## config.mk

```make
export PLATFORM = sky130hd
export DESIGN_NAME = integer_to_ascii_formatter_core
export DESIGN_NICKNAME = d
export VERILOG_FILES = /design/src/rtl/i2a_pkg.sv /design/src/rtl/integer_to_ascii_formatter_core.sv /design/src/rtl/i2a_front.sv /design/src/rtl/i2a_back.sv
export SDC_FILE = /design/constraint.sdc
export NUM_CORES = 1
export LEC_CHECK = 0
export BUFFER_PORTS_ARGS = -buffer_cell sky130_fd_sc_hd__buf_2
export CORE_MARGIN = 4
export CORE_UTILIZATION = 55
export DETAILED_ROUTE_END_ITERATION = 8
export GPL_ROUTABILITY_DRIVEN = 0
export HOLD_SLACK_MARGIN = 0.03
export PLACE_DENSITY = 0.73
export SLEW_MARGIN = 0
export SYNTH_ARGS = -nofsm -noshare
export SYNTH_HDL_FRONTEND = slang
export SYNTH_SLANG_ARGS = --single-unit
```

## constraint.sdc

```tcl
create_clock -name clock -period 4.6 [get_ports clock]
set_input_delay 0.23 -clock clock [delete_from_list [all_inputs] [get_ports clock]]
set_output_delay 0.23 -clock clock [all_outputs]
set_load 0.05 [all_outputs]
```

## src/rtl/i2a_pkg.sv

```systemverilog
// Shared types, codes and character helpers for the integer to ASCII formatter.
// No dependencies; every other rtl file imports this package.
package i2a_pkg;

   localparam int VALUE_BITS_DEF = 64;
   localparam int VALUE_W        = 64;
   localparam int DIG_NIBBLES    = 16;
   localparam int DIG_BITS       = 4 * DIG_NIBBLES;
   localparam int MAG_BITS       = 32;
   localparam int QDEPTH         = 2;
   localparam int QPTR_BITS      = $clog2(QDEPTH);

   localparam logic [1:0] CMD_DEC  = 2'd0;
   localparam logic [1:0] CMD_HEX  = 2'd1;
   localparam logic [1:0] CMD_ADDR = 2'd2;

   localparam logic [1:0] PFX_NONE  = 2'd0;
   localparam logic [1:0] PFX_MINUS = 2'd1;
   localparam logic [1:0] PFX_0X    = 2'd2;
   localparam logic [1:0] PFX_NIL   = 2'd3;

   localparam logic [7:0] CHAR_ZERO  = 8'h30;
   localparam logic [7:0] CHAR_UA    = 8'h41;
   localparam logic [7:0] CHAR_LA    = 8'h61;
   localparam logic [7:0] CHAR_MINUS = 8'h2d;
   localparam logic [7:0] CHAR_X     = 8'h78;
   localparam logic [7:0] CHAR_LPAR  = 8'h28;
   localparam logic [7:0] CHAR_N     = 8'h6e;
   localparam logic [7:0] CHAR_I     = 8'h69;
   localparam logic [7:0] CHAR_L     = 8'h6c;
   localparam logic [7:0] CHAR_RPAR  = 8'h29;

   typedef struct packed {
      logic [1:0]         command;
      logic [VALUE_W-1:0] value;
      logic               upper_case;
   } req_type;

   typedef struct packed {
      logic [7:0] char_code;
      logic       last;
      logic [4:0] total_count;
   } rsp_type;

   typedef struct packed {
      logic                is_dec;
      logic [1:0]          prefix;
      logic                upper;
      logic [DIG_BITS-1:0] data;
   } job_type;

   function automatic logic [7:0] hex_char(input logic [3:0] nib, input logic upper);
      logic [7:0] n8;
      n8 = {4'b0, nib};
      if (nib < 4'd10) begin
         return CHAR_ZERO + n8;
      end
      return (upper ? CHAR_UA : CHAR_LA) + n8 - 8'd10;
   endfunction

   function automatic logic [2:0] prefix_len(input logic [1:0] kind);
      case (kind)
         PFX_MINUS: return 3'd1;
         PFX_0X:    return 3'd2;
         PFX_NIL:   return 3'd5;
         default:   return 3'd0;
      endcase
   endfunction

   function automatic logic [7:0] prefix_char(input logic [1:0] kind, input logic [2:0] idx);
      logic [7:0] c;
      c = CHAR_ZERO;
      case (kind)
         PFX_MINUS: c = CHAR_MINUS;
         PFX_0X:    c = (idx == 3'd0) ? CHAR_ZERO : CHAR_X;
         PFX_NIL: begin
            case (idx)
               3'd0:    c = CHAR_LPAR;
               3'd1:    c = CHAR_N;
               3'd2:    c = CHAR_I;
               3'd3:    c = CHAR_L;
               default: c = CHAR_RPAR;
            endcase
         end
         default: c = CHAR_ZERO;
      endcase
      return c;
   endfunction

endpackage

```

## src/rtl/integer_to_ascii_formatter_core.sv

```systemverilog
// Integer to ASCII formatter: number in, one ASCII character per result out.
// Depends on i2a_pkg, i2a_front and i2a_back.
//
// Input side is a queue: present req_data and raise req_push; the item is taken
// on a clock edge where req_full is low. Command 0 prints the low 32 bits as a
// signed decimal, 1 prints hex without leading zeros, 2 prints 0x and hex, or
// (nil) for zero. Reserved command 3 is dropped and yields nothing.
// Result side is a queue too: while rsp_empty is low, rsp_data holds the next
// character; raising rsp_pop takes it. last marks the final character and then
// total_count gives the length of the text.
// A two-entry job queue sits between the front end and the formatting engine.
// Per item the engine loads the job, runs 32 shift-and-add-3 steps for decimal
// only, skips one leading zero digit per cycle (up to 15), leaves the skip, then
// emits one character per cycle (1 to 18) while the receiver keeps up. A stalled
// receiver holds the engine in place; the job queue keeps accepting until it
// fills. Synchronous reset empties both queues; there are no configuration
// registers.
module integer_to_ascii_formatter_core #(
   parameter int VALUE_BITS = i2a_pkg::VALUE_BITS_DEF
) (
   input  logic              clock,
   input  logic              reset,
   input  logic              req_push,
   output logic              req_full,
   input  i2a_pkg::req_type  req_data,
   output logic              rsp_empty,
   input  logic              rsp_pop,
   output i2a_pkg::rsp_type  rsp_data
);
   import i2a_pkg::*;

   logic    job_valid;
   logic    job_take;
   job_type job;

   i2a_front #(
      .VALUE_BITS(VALUE_BITS)
   ) u_front (
      .clock     (clock),
      .reset     (reset),
      .req_push  (req_push),
      .req_full  (req_full),
      .req_data  (req_data),
      .job_valid (job_valid),
      .job       (job),
      .job_take  (job_take)
   );

   i2a_back u_back (
      .clock     (clock),
      .reset     (reset),
      .job_valid (job_valid),
      .job       (job),
      .job_take  (job_take),
      .rsp_empty (rsp_empty),
      .rsp_pop   (rsp_pop),
      .rsp_data  (rsp_data)
   );

endmodule

```

## src/rtl/i2a_front.sv

```systemverilog
// Front end: accepts items, classifies them into jobs, holds them in a short queue.
// Depends on i2a_pkg.
module i2a_front #(
   parameter int VALUE_BITS = i2a_pkg::VALUE_BITS_DEF
) (
   input  logic              clock,
   input  logic              reset,
   input  logic              req_push,
   output logic              req_full,
   input  i2a_pkg::req_type  req_data,
   output logic              job_valid,
   output i2a_pkg::job_type  job,
   input  logic              job_take
);
   import i2a_pkg::*;

   localparam logic [VALUE_W-1:0] VALUE_MASK = {VALUE_W{1'b1}} >> (VALUE_W - VALUE_BITS);

   job_type              q_ff [QDEPTH];
   logic [QPTR_BITS-1:0] wr_ptr_ff, wr_ptr_in;
   logic [QPTR_BITS-1:0] rd_ptr_ff, rd_ptr_in;
   logic [QPTR_BITS:0]   count_ff, count_in;

   job_type              job_in;
   logic                 wr_en;
   logic                 rd_en;
   logic [31:0]          raw;
   logic [MAG_BITS-1:0]  mag;
   logic [VALUE_W-1:0]   masked;

   always_comb begin
      raw    = req_data.value[31:0];
      mag    = raw[31] ? (~raw + 32'd1) : raw;
      masked = req_data.value & VALUE_MASK;
      job_in.upper  = req_data.upper_case;
      job_in.is_dec = 1'b0;
      job_in.prefix = PFX_NONE;
      job_in.data   = DIG_BITS'(masked);
      case (req_data.command)
         CMD_DEC: begin
            job_in.is_dec = 1'b1;
            job_in.prefix = raw[31] ? PFX_MINUS : PFX_NONE;
            job_in.data   = DIG_BITS'(mag);
         end
         CMD_ADDR: begin
            job_in.prefix = (masked == '0) ? PFX_NIL : PFX_0X;
         end
         default: begin
            job_in.prefix = PFX_NONE;
         end
      endcase
   end

   assign req_full  = (count_ff == (QPTR_BITS+1)'(QDEPTH));
   assign job_valid = (count_ff != '0);
   assign job       = q_ff[rd_ptr_ff];
   assign wr_en     = req_push && !req_full && (req_data.command inside {CMD_DEC, CMD_HEX, CMD_ADDR});
   assign rd_en     = job_take && job_valid;
   assign wr_ptr_in = wr_en ? wr_ptr_ff + 1'b1 : wr_ptr_ff;
   assign rd_ptr_in = rd_en ? rd_ptr_ff + 1'b1 : rd_ptr_ff;
   assign count_in  = count_ff + (QPTR_BITS+1)'(wr_en) - (QPTR_BITS+1)'(rd_en);

   always_ff @(posedge clock) begin
      if (wr_en) begin
         q_ff[wr_ptr_ff] <= job_in;
      end
   end

   always_ff @(posedge clock) begin
      if (reset) begin
         wr_ptr_ff <= '0;
         rd_ptr_ff <= '0;
         count_ff  <= '0;
      end else begin
         wr_ptr_ff <= wr_ptr_in;
         rd_ptr_ff <= rd_ptr_in;
         count_ff  <= count_in;
      end
   end

endmodule

```

## src/rtl/i2a_back.sv

```systemverilog
// Back end: decimal conversion by shift-and-add-3, leading zero skip, character output.
// Depends on i2a_pkg; takes jobs from i2a_front.
module i2a_back (
   input  logic              clock,
   input  logic              reset,
   input  logic              job_valid,
   input  i2a_pkg::job_type  job,
   output logic              job_take,
   output logic              rsp_empty,
   input  logic              rsp_pop,
   output i2a_pkg::rsp_type  rsp_data
);
   import i2a_pkg::*;

   localparam logic [2:0] ST_IDLE = 3'd0;
   localparam logic [2:0] ST_CONV = 3'd1;
   localparam logic [2:0] ST_SKIP = 3'd2;
   localparam logic [2:0] ST_PRE  = 3'd3;
   localparam logic [2:0] ST_DIG  = 3'd4;

   localparam int REM_BITS  = $clog2(DIG_NIBBLES + 1);
   localparam int STEP_BITS = $clog2(MAG_BITS);

   logic [2:0]           state_ff, state_in;
   logic [DIG_BITS-1:0]  dig_ff, dig_in;
   logic [MAG_BITS-1:0]  mag_ff, mag_in;
   logic [STEP_BITS-1:0] step_ff, step_in;
   logic [REM_BITS-1:0]  rem_ff, rem_in;
   logic [2:0]           pidx_ff, pidx_in;
   logic [4:0]           cnt_ff, cnt_in;
   logic [1:0]           prefix_ff, prefix_in;
   logic                 upper_ff, upper_in;
   rsp_type              rsp_ff, rsp_in;
   logic                 rsp_valid_ff, rsp_valid_in;

   logic                 out_free;
   logic                 emit;
   logic [DIG_BITS-1:0]  adj;
   logic [3:0]           top_nib;
   logic                 pre_end;

   assign out_free  = !rsp_valid_ff || rsp_pop;
   assign job_take  = (state_ff == ST_IDLE) && job_valid;
   assign rsp_empty = !rsp_valid_ff;
   assign rsp_data  = rsp_ff;
   assign top_nib   = dig_ff[DIG_BITS-1 -: 4];
   assign pre_end   = (pidx_ff == prefix_len(prefix_ff) - 3'd1);

   always_comb begin
      for (int i = 0; i < DIG_NIBBLES; i++) begin
         adj[4*i +: 4] = (dig_ff[4*i +: 4] >= 4'd5) ? dig_ff[4*i +: 4] + 4'd3
                                                     : dig_ff[4*i +: 4];
      end
   end

   always_comb begin
      state_in  = state_ff;
      dig_in    = dig_ff;
      mag_in    = mag_ff;
      step_in   = step_ff;
      rem_in    = rem_ff;
      pidx_in   = pidx_ff;
      cnt_in    = cnt_ff;
      prefix_in = prefix_ff;
      upper_in  = upper_ff;
      rsp_in    = rsp_ff;
      emit      = 1'b0;
      case (state_ff)
         ST_IDLE: begin
            if (job_valid) begin
               prefix_in = job.prefix;
               upper_in  = job.upper;
               rem_in    = REM_BITS'(DIG_NIBBLES);
               pidx_in   = '0;
               cnt_in    = '0;
               step_in   = '0;
               if (job.is_dec) begin
                  dig_in   = '0;
                  mag_in   = job.data[MAG_BITS-1:0];
                  state_in = ST_CONV;
               end else begin
                  dig_in   = job.data;
                  state_in = ST_SKIP;
               end
            end
         end
         ST_CONV: begin
            dig_in  = {adj[DIG_BITS-2:0], mag_ff[MAG_BITS-1]};
            mag_in  = {mag_ff[MAG_BITS-2:0], 1'b0};
            step_in = step_ff + 1'b1;
            if (step_ff == STEP_BITS'(MAG_BITS - 1)) begin
               state_in = ST_SKIP;
            end
         end
         ST_SKIP: begin
            if (top_nib == 4'd0 && rem_ff > REM_BITS'(1)) begin
               dig_in = {dig_ff[DIG_BITS-5:0], 4'd0};
               rem_in = rem_ff - 1'b1;
            end else if (prefix_ff != PFX_NONE) begin
               state_in = ST_PRE;
            end else begin
               state_in = ST_DIG;
            end
         end
         ST_PRE: begin
            if (out_free) begin
               emit             = 1'b1;
               rsp_in.char_code = prefix_char(prefix_ff, pidx_ff);
               rsp_in.last      = pre_end && (prefix_ff == PFX_NIL);
               rsp_in.total_count = rsp_in.last ? cnt_ff + 5'd1 : 5'd0;
               cnt_in  = cnt_ff + 5'd1;
               pidx_in = pidx_ff + 3'd1;
               if (pre_end) begin
                  state_in = (prefix_ff == PFX_NIL) ? ST_IDLE : ST_DIG;
               end
            end
         end
         ST_DIG: begin
            if (out_free) begin
               emit             = 1'b1;
               rsp_in.char_code = hex_char(top_nib, upper_ff);
               rsp_in.last      = (rem_ff == REM_BITS'(1));
               rsp_in.total_count = rsp_in.last ? cnt_ff + 5'd1 : 5'd0;
               cnt_in = cnt_ff + 5'd1;
               dig_in = {dig_ff[DIG_BITS-5:0], 4'd0};
               rem_in = rem_ff - 1'b1;
               if (rem_ff == REM_BITS'(1)) begin
                  state_in = ST_IDLE;
               end
            end
         end
         default: begin
            state_in = ST_IDLE;
         end
      endcase
      rsp_valid_in = emit ? 1'b1 : (rsp_pop ? 1'b0 : rsp_valid_ff);
   end

   always_ff @(posedge clock) begin
      dig_ff    <= dig_in;
      mag_ff    <= mag_in;
      step_ff   <= step_in;
      rem_ff    <= rem_in;
      pidx_ff   <= pidx_in;
      cnt_ff    <= cnt_in;
      prefix_ff <= prefix_in;
      upper_ff  <= upper_in;
      rsp_ff    <= rsp_in;
   end

   always_ff @(posedge clock) begin
      if (reset) begin
         state_ff     <= ST_IDLE;
         rsp_valid_ff <= 1'b0;
      end else begin
         state_ff     <= state_in;
         rsp_valid_ff <= rsp_valid_in;
      end
   end

endmodule
```

==> run summary, run 1 <==
FP Rows = 57
Required @ worst endpoint = 4750 ps
H-tree levels = 1
GRT overflow = 0
Initial Utilization = 56.3%
Via density = 5.87
Avg WL per Cell = 18.2 µm
Critical Path Source Type = register
CTS tree = built
vias in the first global route = 9034
Setup Crit Path Kind = reg2reg
Total Power = 0.0109 W
number of gates resized after CTS = 0
Fmax = 0.314 GHz
Max FO, Critical Path = 13
clock slew at reported path FFs = 60 ps
Multi-input gate area = 5250 µm²
# diodes = 0
Leakage = 5.65 nW
Post-synth EDFFs = 266
commonest non-fill, non-tap cells in the layout = edfxtp_1, a21oi_1, nor2_1, buf_2, mux2i_1
Post-DRT Antenna Nets = 0
via count = 9115
drc violations = 0
pwr/cell area = 694 nW/µm²
Slew @ Worst Pin = 1230 ps
Yosys reg bits = 275
outcome = finished, final reports clean
Period Utilization, post-route = 69.1%
Longest Clk Path Bufs = 3
post-route minimum period = 3180 ps
filler cell count in the final layout = 1876
number of max-cap violations = 0
Die Y = 167 µm
layout cells sized above 1 = 14.0%
Primary FF master, synth = edfxtp_1
final hold viol count = 0
unrepaired setup endpoints after global routing = no
CTS buffer count = 29
post-synthesis net count = 1240
post-detail-place hpwl = 19100 µm
Worst Hold Class = in2reg
Mapped Area = 13800 µm²
Async S/R FF share, synth = 0%
TNS Setup = 0 ps
WP data arrival = 3330 ps
IO Port Bufs = 85
clk_lat worst skew = 540 ps
Syn. warnings = 0
initial antenna violation count = 0
drt pass-1 iters = 5
routed wire length = 28300 µm
total track usage = 19.9%
root buffer cell = clkbuf_16
VDD IR max = 378 µV
Syn Inst Count = 1121
Core Util, Final = 63.9%
Reg area = 8170 µm²
Die ar. = 27700 µm²
Worst Skew = 8.91 ps
Finish-stage setup viols = 0
Max Transition Viols Final = 0
CTS Sinks = 275
io pins = 87
die width = 167 µm
largest net degree at the start of global routing = 76
Rel. slew slack = 17.4%
post-synthesis sequential area ratio = 59.1%
initial drt markers = 723
Crit. End Element = register
Mean Syn Cell Area = 12.3 µm²
nets = 1326
commonest non-fill, non-tap cell in the layout = edfxtp_1
Core Region = 24500 µm²
Netlist cell types = 68
area grow syn2layout = 13.4%
first-pass GRT wire length = 45900 µm
Min Hold Slack = 47.1 ps
## worst max-delay path, cell delays in order (launching register included)
cell	delay, ps
dfxtp_1	580
inv_2	130
nor3_1	880
nor2_1	340
nor2_1	870
## layout make-up
cell class	instances	share of cell area (%)
Clock inverter	23	1.73
Sequential cell	275	52.2
Clock buffer	30	4.66
Multi-Input combinational cell	736	33.5
Inverter	57	1.37
Timing Repair Buffer	108	3.98
Tap cell	324	2.59
## synth_stat cells (all sizes together) (2+ instances only)
cell       n  area share [%]
mux2i     80             5.8
a311oi     3            0.19
o21bai     3            0.16
a21oi     97             3.5
or3        3            0.14
xnor2     36             2.3
and4b      2            0.14
o22ai      3            0.14
o311ai     2            0.13
nand2     40             1.1
dfxtp      9             1.3
and3       3            0.14
clkbuf    39             1.1
o221ai    30             1.9
inv       57             1.5
nand2b    24             1.1
or3b       4            0.25
o21ai     43             1.6
nor3      18            0.65
nand4      4            0.23
edfxtp   266              58
a221o     15             1.1
nor4      13            0.79
ha        48             4.3
o21ba      2            0.14
xor2      26             1.6
a211oi     3            0.16
o41ai      4            0.31
a2bb2oi   14            0.89
mux2       4            0.33
nor3b     30             1.7
nor2b     40             1.8
or4        5            0.36
nand3     10            0.36
and2       6            0.28
nor2      88             2.4
o31ai      4            0.22
a21boi     3            0.16
a31oi     13            0.59
buf       14            0.51
## final timing paths
check                startpoint             endpoint  slack [ps]  cells past startpoint
max          u_back.state_ff[2]  u_back.rsp_data[12]        1420                      4
min                req_data[43]  u_front.q_ff[1][42]          50                      2
max reg2reg  u_back.state_ff[2]  u_back.rsp_data[12]        1420                      4
min reg2reg   u_front.rd_ptr_ff             register         500                      2
## registers in the layout, summed over array words and instances, names as in the netlist, named ones only
| register | count |
|---|---|
| u_front.q_ff | 136 |
| u_back.dig_ff | 64 |
| u_back.mag_ff | 32 |
| u_back.rsp_data | 13 |
| u_back.cnt_ff | 5 |
| u_back.rem_ff | 5 |
| u_back.step_ff | 5 |
| u_back.pidx_ff | 3 |
| u_back.state_ff | 3 |
| u_back.prefix_ff | 2 |
| u_front.count_ff | 2 |
| u_back.rsp_valid_ff | 1 |
| u_back.upper_ff | 1 |
| u_front.rd_ptr_ff | 1 |
| u_front.wr_ptr_ff | 1 |
## cell families after synthesis
| family | after synthesis | share of synthesized area (%) |
|---|---|---|
| other cells | 1 | 0.0271 |
| mux | 84 | 6.12 |
| flops | 275 | 59.1 |
| xor+xnor | 62 | 3.93 |
| fa+ha+maj | 48 | 4.35 |
| compound gates | 249 | 11.8 |
| buf+inv | 110 | 3.19 |
| simple gates | 292 | 11.5 |
## per-layer routing
| metal | track usage, % | share of wire [%] |
|---|---|---|
| met1 | 26.9 | 43 |
| met2 | 34.2 | 50 |
| met3 | 3.08 | 5.2 |
| met4 | 4.73 | 2.2 |
| met5 | 0 | 0 |
## per-stage QoR
stage / cells / area (µm²) / setup WS, ps
final: 1553 / 15700 / 1420
after global routing: 1553 / 15700 / 1120
after CTS: 1553 / 15700 / 1470
after detailed placement: 1490 / 14600 / 1490
after global placement: 1490 / 14600 / 1610
after floorplan: 1121 / 13800 / 1220
## report_power, final
| group | leakage [nW] | internal (W) | switching [W] |
|---|---|---|---|
| sequential | 2.58 | 0.00392 | 0.000600 |
| combinational | 2.58 | 0.00156 | 0.00238 |
| clock | 0.493 | 0.00149 | 0.000941 |
## what timing repair did
| item | CTS | global route |
|---|---|---|
| hold endpoints to repair | 26 | 0 |
| buffers inserted | 0 | 0 |
| hold buffers | 10 | 0 |
Power figures use the tool's default switching activity.
==> inputs of run 2 (changes only) <==
- ABC_AREA: unset -> 1
- clock period: 4.6 -> 2.68 ns (I/O delays scaled with it)
==> run summary, run 2 <==
outcome = finished, final reports clean
mux cell area share after synthesis = 0.630% (-5.5 points)
Core Util, Final = 66.4% (+2.5 points)
clk_lat worst skew = 550 ps (about the same)
Max FO, Critical Path = 6 (-7)
Syn Inst Count = 1491 (+33%)
post-route minimum period = 2110 ps (-1070 ps)
Max Transition Viols Final = 0 (unchanged)
biggest regs = u_front.q_ff (136), u_back.dig_ff (64), u_back.mag_ff (32)
Crit. End Element = register
post-detail-place hpwl = 22700 µm (+19%)
WP data arrival = 2380 ps (-950 ps)
dominant cell type by area after synthesis = edfxtp_1
most frequent cell after synthesis = nand2_1
initial drt markers = 1018 (+41%)
commonest non-fill, non-tap cell in the layout = nand2_1
Syn. warnings = 0 (unchanged)
Period Utilization, post-route = 78.8% (+9.6 points)
Primary FF master, synth = edfxtp_1
commonest non-fill, non-tap cells in the layout = nand2_1, edfxtp_1, inv_1, nor2_1, o21ai_0
reg-to-reg endpoint = u_back.rsp_data[3]
area share of and/or/nand/nor cells after synthesis = 18.0% (+6.5 points)
area fraction of the dominant cell type after synthesis = 55.8% (-2.0 points)
Die Y = 169 µm (+1.7%)
drt pass-1 iters = 9 (+4)
flip-flop count of the largest register after layout = 136 (unchanged)
unrepaired setup endpoints after global routing = no
root buffer cell = clkbuf_16
r2r setup slk = 570 ps (-850 ps)
VDD IR max = 953 µV (+150%)
Placed Area = 15300 µm² (+4.9%)
Hold Path Origin = req_data[32]
GRT overflow = 0 (unchanged)
top cells by count, synth = nand2_1, edfxtp_1, inv_1
number of max-cap violations = 0 (unchanged)
Avg WL per Cell = 16.9 µm (-7.3%)
routed wire length = 33900 µm (+20%)
top cells by area, synth = edfxtp_1, nand2_1, inv_1
DP Cell Count = 1888 (+27%)
Finish-stage setup viols = 0 (unchanged)
vias in the first global route = 10800 (+19%)
total track usage = 23.5% (+3.6 points)
number of gates resized after CTS = 0 (unchanged)
Setup Crit Path Kind = reg2reg
post-synthesis net count = 1610 (+30%)
Core Region = 25400 µm² (+3.5%)
nets = 1771 (+34%)
Required @ worst endpoint = 2950 ps (-1800 ps)
initial antenna violation count = 0 (unchanged)
Mapped Area = 14300 µm² (+3.5%)
drc violations = 0 (unchanged)
Yosys reg bits = 275 (unchanged)
CTS buffer count = 30 (+3.4%)
pwr/cell area = 1120 nW/µm² (+61%)
CTS Sinks = 275 (unchanged)
Fmax = 0.474 GHz (+51%)
Critical Path Source Type = register
FP Rows = 58 (+1.8%)
Mean Syn Cell Area = 9.60 µm² (-22%)
clock slew at reported path FFs = 60 ps (about the same)
Rel. slew slack = 53.5% (+36 points)
# diodes = 0 (unchanged)
area grow syn2layout = 17.9%
Slew @ Worst Pin = 690 ps (-543 ps)
layout cells sized above 1 = 11.3% (-2.7 points)
Longest Clk Path Bufs = 3 (unchanged)
Leakage = 7.05 nW (+25%)
CTS tree = built
xor/xnor share of the synthesized area = 2.39% (-1.5 points)
Worst Skew = 16.5 ps (+7.62 ps)
Post-DRT Antenna Nets = 0 (unchanged)
reg-to-reg startpoint = u_back.prefix_ff[1]
Netlist cell types = 42 (-38%)
Via density = 5.52 (-6.0%)
post-route cell area = 16900 µm² (+7.6%)
Die ar. = 28700 µm² (+3.3%)
Worst Hold Path Cells = 3 (+1)
H-tree levels = 1 (unchanged)
largest family of logic cells by synthesized area = simple AND/OR/NAND/NOR gates
die width = 169 µm (+1.7%)
io pins = 87 (unchanged)
Reg2Reg Depth = 7 (+3)
Reg with most FFs = u_front.q_ff
first-pass GRT wire length = 54700 µm (+19%)
Final Non-Filler Cells = 2006 (+29%)
via count = 11100 (+21%)
post-synthesis sequential area ratio = 57.1% (-2.0 points)
Synth Area in Compound Gates = 10.7% (-1.1 points)
Async S/R FF share, synth = 0% (unchanged)
IO Port Bufs = 85 (unchanged)
hold endpoint = u_front.q_ff[1][31]
Worst Hold Class = in2reg
final hold viol count = 0 (unchanged)
Post-synth EDFFs = 266 (unchanged)
Initial Utilization = 56.3% (about the same)
largest net degree at the start of global routing = 68 (-11%)
adder-cell share of the synthesized area = 4.20% (-0.15 points)
[run 2: cell count changes after synthesis, moves of 46 or more]
cell / previous run / this run
nor2_1: 88 / 166
nand2_1: 40 / 361
mux2i_1: 80 / 9
o211ai_1: 0 / 46
o21ai_0: 26 / 86
inv_1: 55 / 191
[run 2: power breakdown]
group / leakage (nW) / total, W / switching, W / internal [W]
logic: 3.97 / 0.00726 / 0.00493 / 0.00232
clock network: 0.468 / 0.00402 / 0.00164 / 0.00238
registers: 2.61 / 0.00760 / 0.000783 / 0.00681
[run 2: how the worst max path moves through the flow]
| stage | from | endpoint | cells after the start |
|---|---|---|---|
| 2_1_floorplan | u_front.count_ff[1] | u_front.q_ff[1][0] | 5 |
| 3_3_place_gp | u_back.prefix_ff[1] | u_back.rsp_data[1] | 7 |
| 3_5_place_dp | u_back.prefix_ff[1] | u_back.rsp_data[3] | 7 |
| 4_1_cts | u_back.prefix_ff[1] | u_back.rsp_data[3] | 7 |
| 5_1_grt | u_back.prefix_ff[1] | u_back.rsp_data[3] | 9 |
| 6_report | u_back.prefix_ff[1] | u_back.rsp_data[3] | 7 |
[run 2: routing by layer]
layer / up-vias / routed length, µm / track usage [%]
li1: 5395 / - / -
met1: 5154 / 14700 / 33.1
met3: 64 / 2580 / 3.80
met2: 460 / 15800 / 38.4
met5: - / 0 / 0
met4: 0 / 821 / 6.09
[run 2: cell type report]
class / count / area (µm²)
clock inverters: 16 / 129
well taps: 330 / 413
inverters: 195 / 737
flip-flops and latches: 275 / 8170
fillers: 1928 / 8530
repair buffers: 175 / 1410
clock buffers: 40 / 840
multi-input cells: 975 / 5170
[run 2: kinds of logic (layout without fill, tap and decap cells)]
family,count (synthesis),count (layout)
compound gates,251,251
other cells,1,1
xor+xnor,39,39
simple gates,627,627
flops,275,275
buf+inv,241,426
mux,9,9
fa+ha+maj,48,48
[run 2: stage by stage]
stage / total power, W / setup slack, ps / hold WS, ps / setup TNS [ps]
after global placement: 0.0145 / 668 / 337 / 0
after floorplan: 0.0127 / -394 / 205 / -52540
after global routing: 0.0202 / 385 / 35.0 / 0
after detailed placement: 0.0148 / 559 / 342 / 0
final: 0.0189 / 569 / 60.4 / 0
after CTS: 0.0189 / 545 / 31.9 / 0
[run 2: what timing repair did]
item / in CTS / in global routing
setup buffers: 0 / 0
hold endpoints to repair: 124 / 0
hold buffers: 62 / 0
[run 2: critical path: stages (launching register included)]
cell and delay (ps):
edfxtp_1 470, inv_1 120, ha_1 280, xnor2_1 110, nand3_1 140, nor2_1 50
o21ai_0 550, nor2_1 110
==> inputs of run 3 (changes only) <==
- CORE_UTILIZATION: 55 -> 61
- PLACE_DENSITY: 0.73 -> 0.77
- clock period: 2.68 -> 1.99 ns (I/O delays scaled with it)
==> run summary, run 3 (synthesized netlist as in run 2, its figures left out) <==
outcome = finished, final reports clean
final hold viol count = 0 (unchanged)
Initial Utilization = 62.6% (+6.3 points)
Fmax = 0.530 GHz
Final Non-Filler Cells = 2013 (+0.35%)
clk_lat worst skew = 550 ps (about the same)
area grow syn2layout = 20.2%
Max Transition Viols Final = 0 (unchanged)
Crit path top cell by count = nand2_1
Avg WL per Cell = 17.6 µm (+4.4%)
Rel. slew slack = 52.0% (-1.5 points)
Worst Skew = 11.2 ps (-5.37 ps)
Die ar. = 26000 µm² (-9.4%)
first-pass GRT wire length = 56400 µm (+3.2%)
drc violations = 0 (unchanged)
unrepaired setup endpoints after global routing = yes
IO Port Bufs = 85 (unchanged)
Critical Path Source Type = primary input
Die Y = 161 µm (-4.8%)
nets = 1796 (+1.4%)
biggest regs = u_front.q_ff (136), u_back.dig_ff (64), u_back.mag_ff (32)
Crit. End Element = register
Period Utilization, post-route = 94.7%
H-tree levels = 1 (unchanged)
CP cell instances = dlygate4sd3_1 > buf_2 > inv_1 > ha_1 > nand3_1 > nor2_1 > nand2_1 > inv_1 > nand2_1 > nand2_1 > nand2_1 > xor2_1
Reg with most FFs = u_front.q_ff
VDD IR max = 904 µV (-5.2%)
number of max-cap violations = 0 (unchanged)
Via density = 5.72 (+3.6%)
Slowest-stage cell, CP = dlygate4sd3_1
flip-flop count of the largest register after layout = 136 (unchanged)
root buffer cell = clkbuf_16
post-detail-place hpwl = 22700 µm (+0.18%)
initial drt markers = 1331 (+31%)
CTS buffer count = 28 (-6.7%)
DP Cell Count = 1885 (-0.16%)
largest net degree at the start of global routing = 76 (+12%)
via count = 11500 (+4.0%)
Post-DRT Antenna Nets = 0 (unchanged)
Finish-stage setup viols = 0 (unchanged)
commonest non-fill, non-tap cells in the layout = nand2_1, edfxtp_1, inv_1, nor2_1
Setup Crit Path Kind = in2reg
layout cells sized above 1 = 13.7% (+2.4 points)
Worst Hold Class = in2reg
total track usage = 26.6% (+3.2 points)
Slew @ Worst Pin = 714 ps (+23.9 ps)
Total Power = 0.0265 W (+40%)
commonest non-fill, non-tap cell in the layout = nand2_1
drt pass-1 iters = 5 (-4)
Max FO, Critical Path = 4 (-2)
clock slew at reported path FFs = 60 ps (about the same)
Min Hold Slack = 82.0 ps (+21.6 ps)
Longest Clk Path Bufs = 3 (unchanged)
die width = 161 µm (-4.8%)
CP peak stage delay = 530 ps (-20 ps)
CTS tree = built
Required @ worst endpoint = 2320 ps (-630 ps)
WP data arrival = 2220 ps (-160 ps)
Leakage = 7.22 nW (+2.4%)
vias in the first global route = 11100 (+2.6%)
post-route minimum period = 1890 ps
CTS Sinks = 275 (unchanged)
Core Region = 22800 µm² (-10%)
FP Rows = 55 (-5.2%)
io pins = 87 (unchanged)
initial antenna violation count = 1 (+1)
pwr/cell area = 1540 nW/µm² (+38%)
GRT overflow = 0 (unchanged)
routed wire length = 35500 µm (+4.7%)
run 3: layout make-up:
class,count,area [µm²]
sequential,275,8170
fill,1521,5650
multi-input combinational,975,5220
timing repair buffer,202,1680
clock buffer,36,791
inverter,195,741
tap,313,392
clock inverter,16,211
antenna,1,2.50
run 3: final timing paths:
| path | slack (ps) | depth (start not counted) | from | end |
|---|---|---|---|---|
| worst max-delay path | 100 | 12 | req_data[2] | u_front.q_ff[0][28] |
| worst min-delay path | 80 | 5 | req_data[66] | u_front.q_ff[0][65] |
| worst max register to register | 110 | 8 | u_back.dig_ff[32] | u_back.dig_ff[33] |
| worst min register to register | 450 | 1 | u_front.count_ff[1] | u_front.count_ff[1] |
run 3: stage by stage:
stage / worst slack (ps) / cell area [µm²] / util [%] / TNS [ps]
after floorplan: -524 / 14400 / - / -43120
after global placement: 127 / 15400 / 67.4 / 0
after detailed placement: 58.5 / 15400 / 67.4 / 0
after CTS: 49.0 / 17100 / 74.8 / 0
after global routing: -5.58 / 17200 / 75.3 / -10.6
final: 105 / 17200 / 75.3 / 0
run 3: worst max-delay path, delay by kind of cell:
kind / cells / cell delay (ps)
buffers and inverters: 4 / 890
and+or+nand+nor: 6 / 770
xor gates and xnor gates: 1 / 280
adders and majority gates: 1 / 190
run 3: routing by layer:
metal,track usage [%],vias up,routed length (µm)
met5,0,-,0
met2,44.5,554,17000
met3,3.98,76,2620
met1,37.5,5431,15000
li1,-,5454,-
met4,6.09,0,897
run 3: report_power, final:
| group | switching [W] | total (W) | leakage [nW] | internal, W |
|---|---|---|---|---|
| combinational | 0.00700 | 0.0106 | 4.12 | 0.00364 |
| sequential | 0.00108 | 0.0103 | 2.61 | 0.00917 |
| clock | 0.00224 | 0.00559 | 0.486 | 0.00335 |
| total | 0.0103 | 0.0265 | 7.22 | 0.0162 |
run 3: timing repair:
item                                   4_1_cts  5_1_grt
resized for setup                            0        7
setup buffers                                0        4
hold buffers                                68        0
setup endpoints to repair                    0       56
endpoints found under the hold margin      140        0
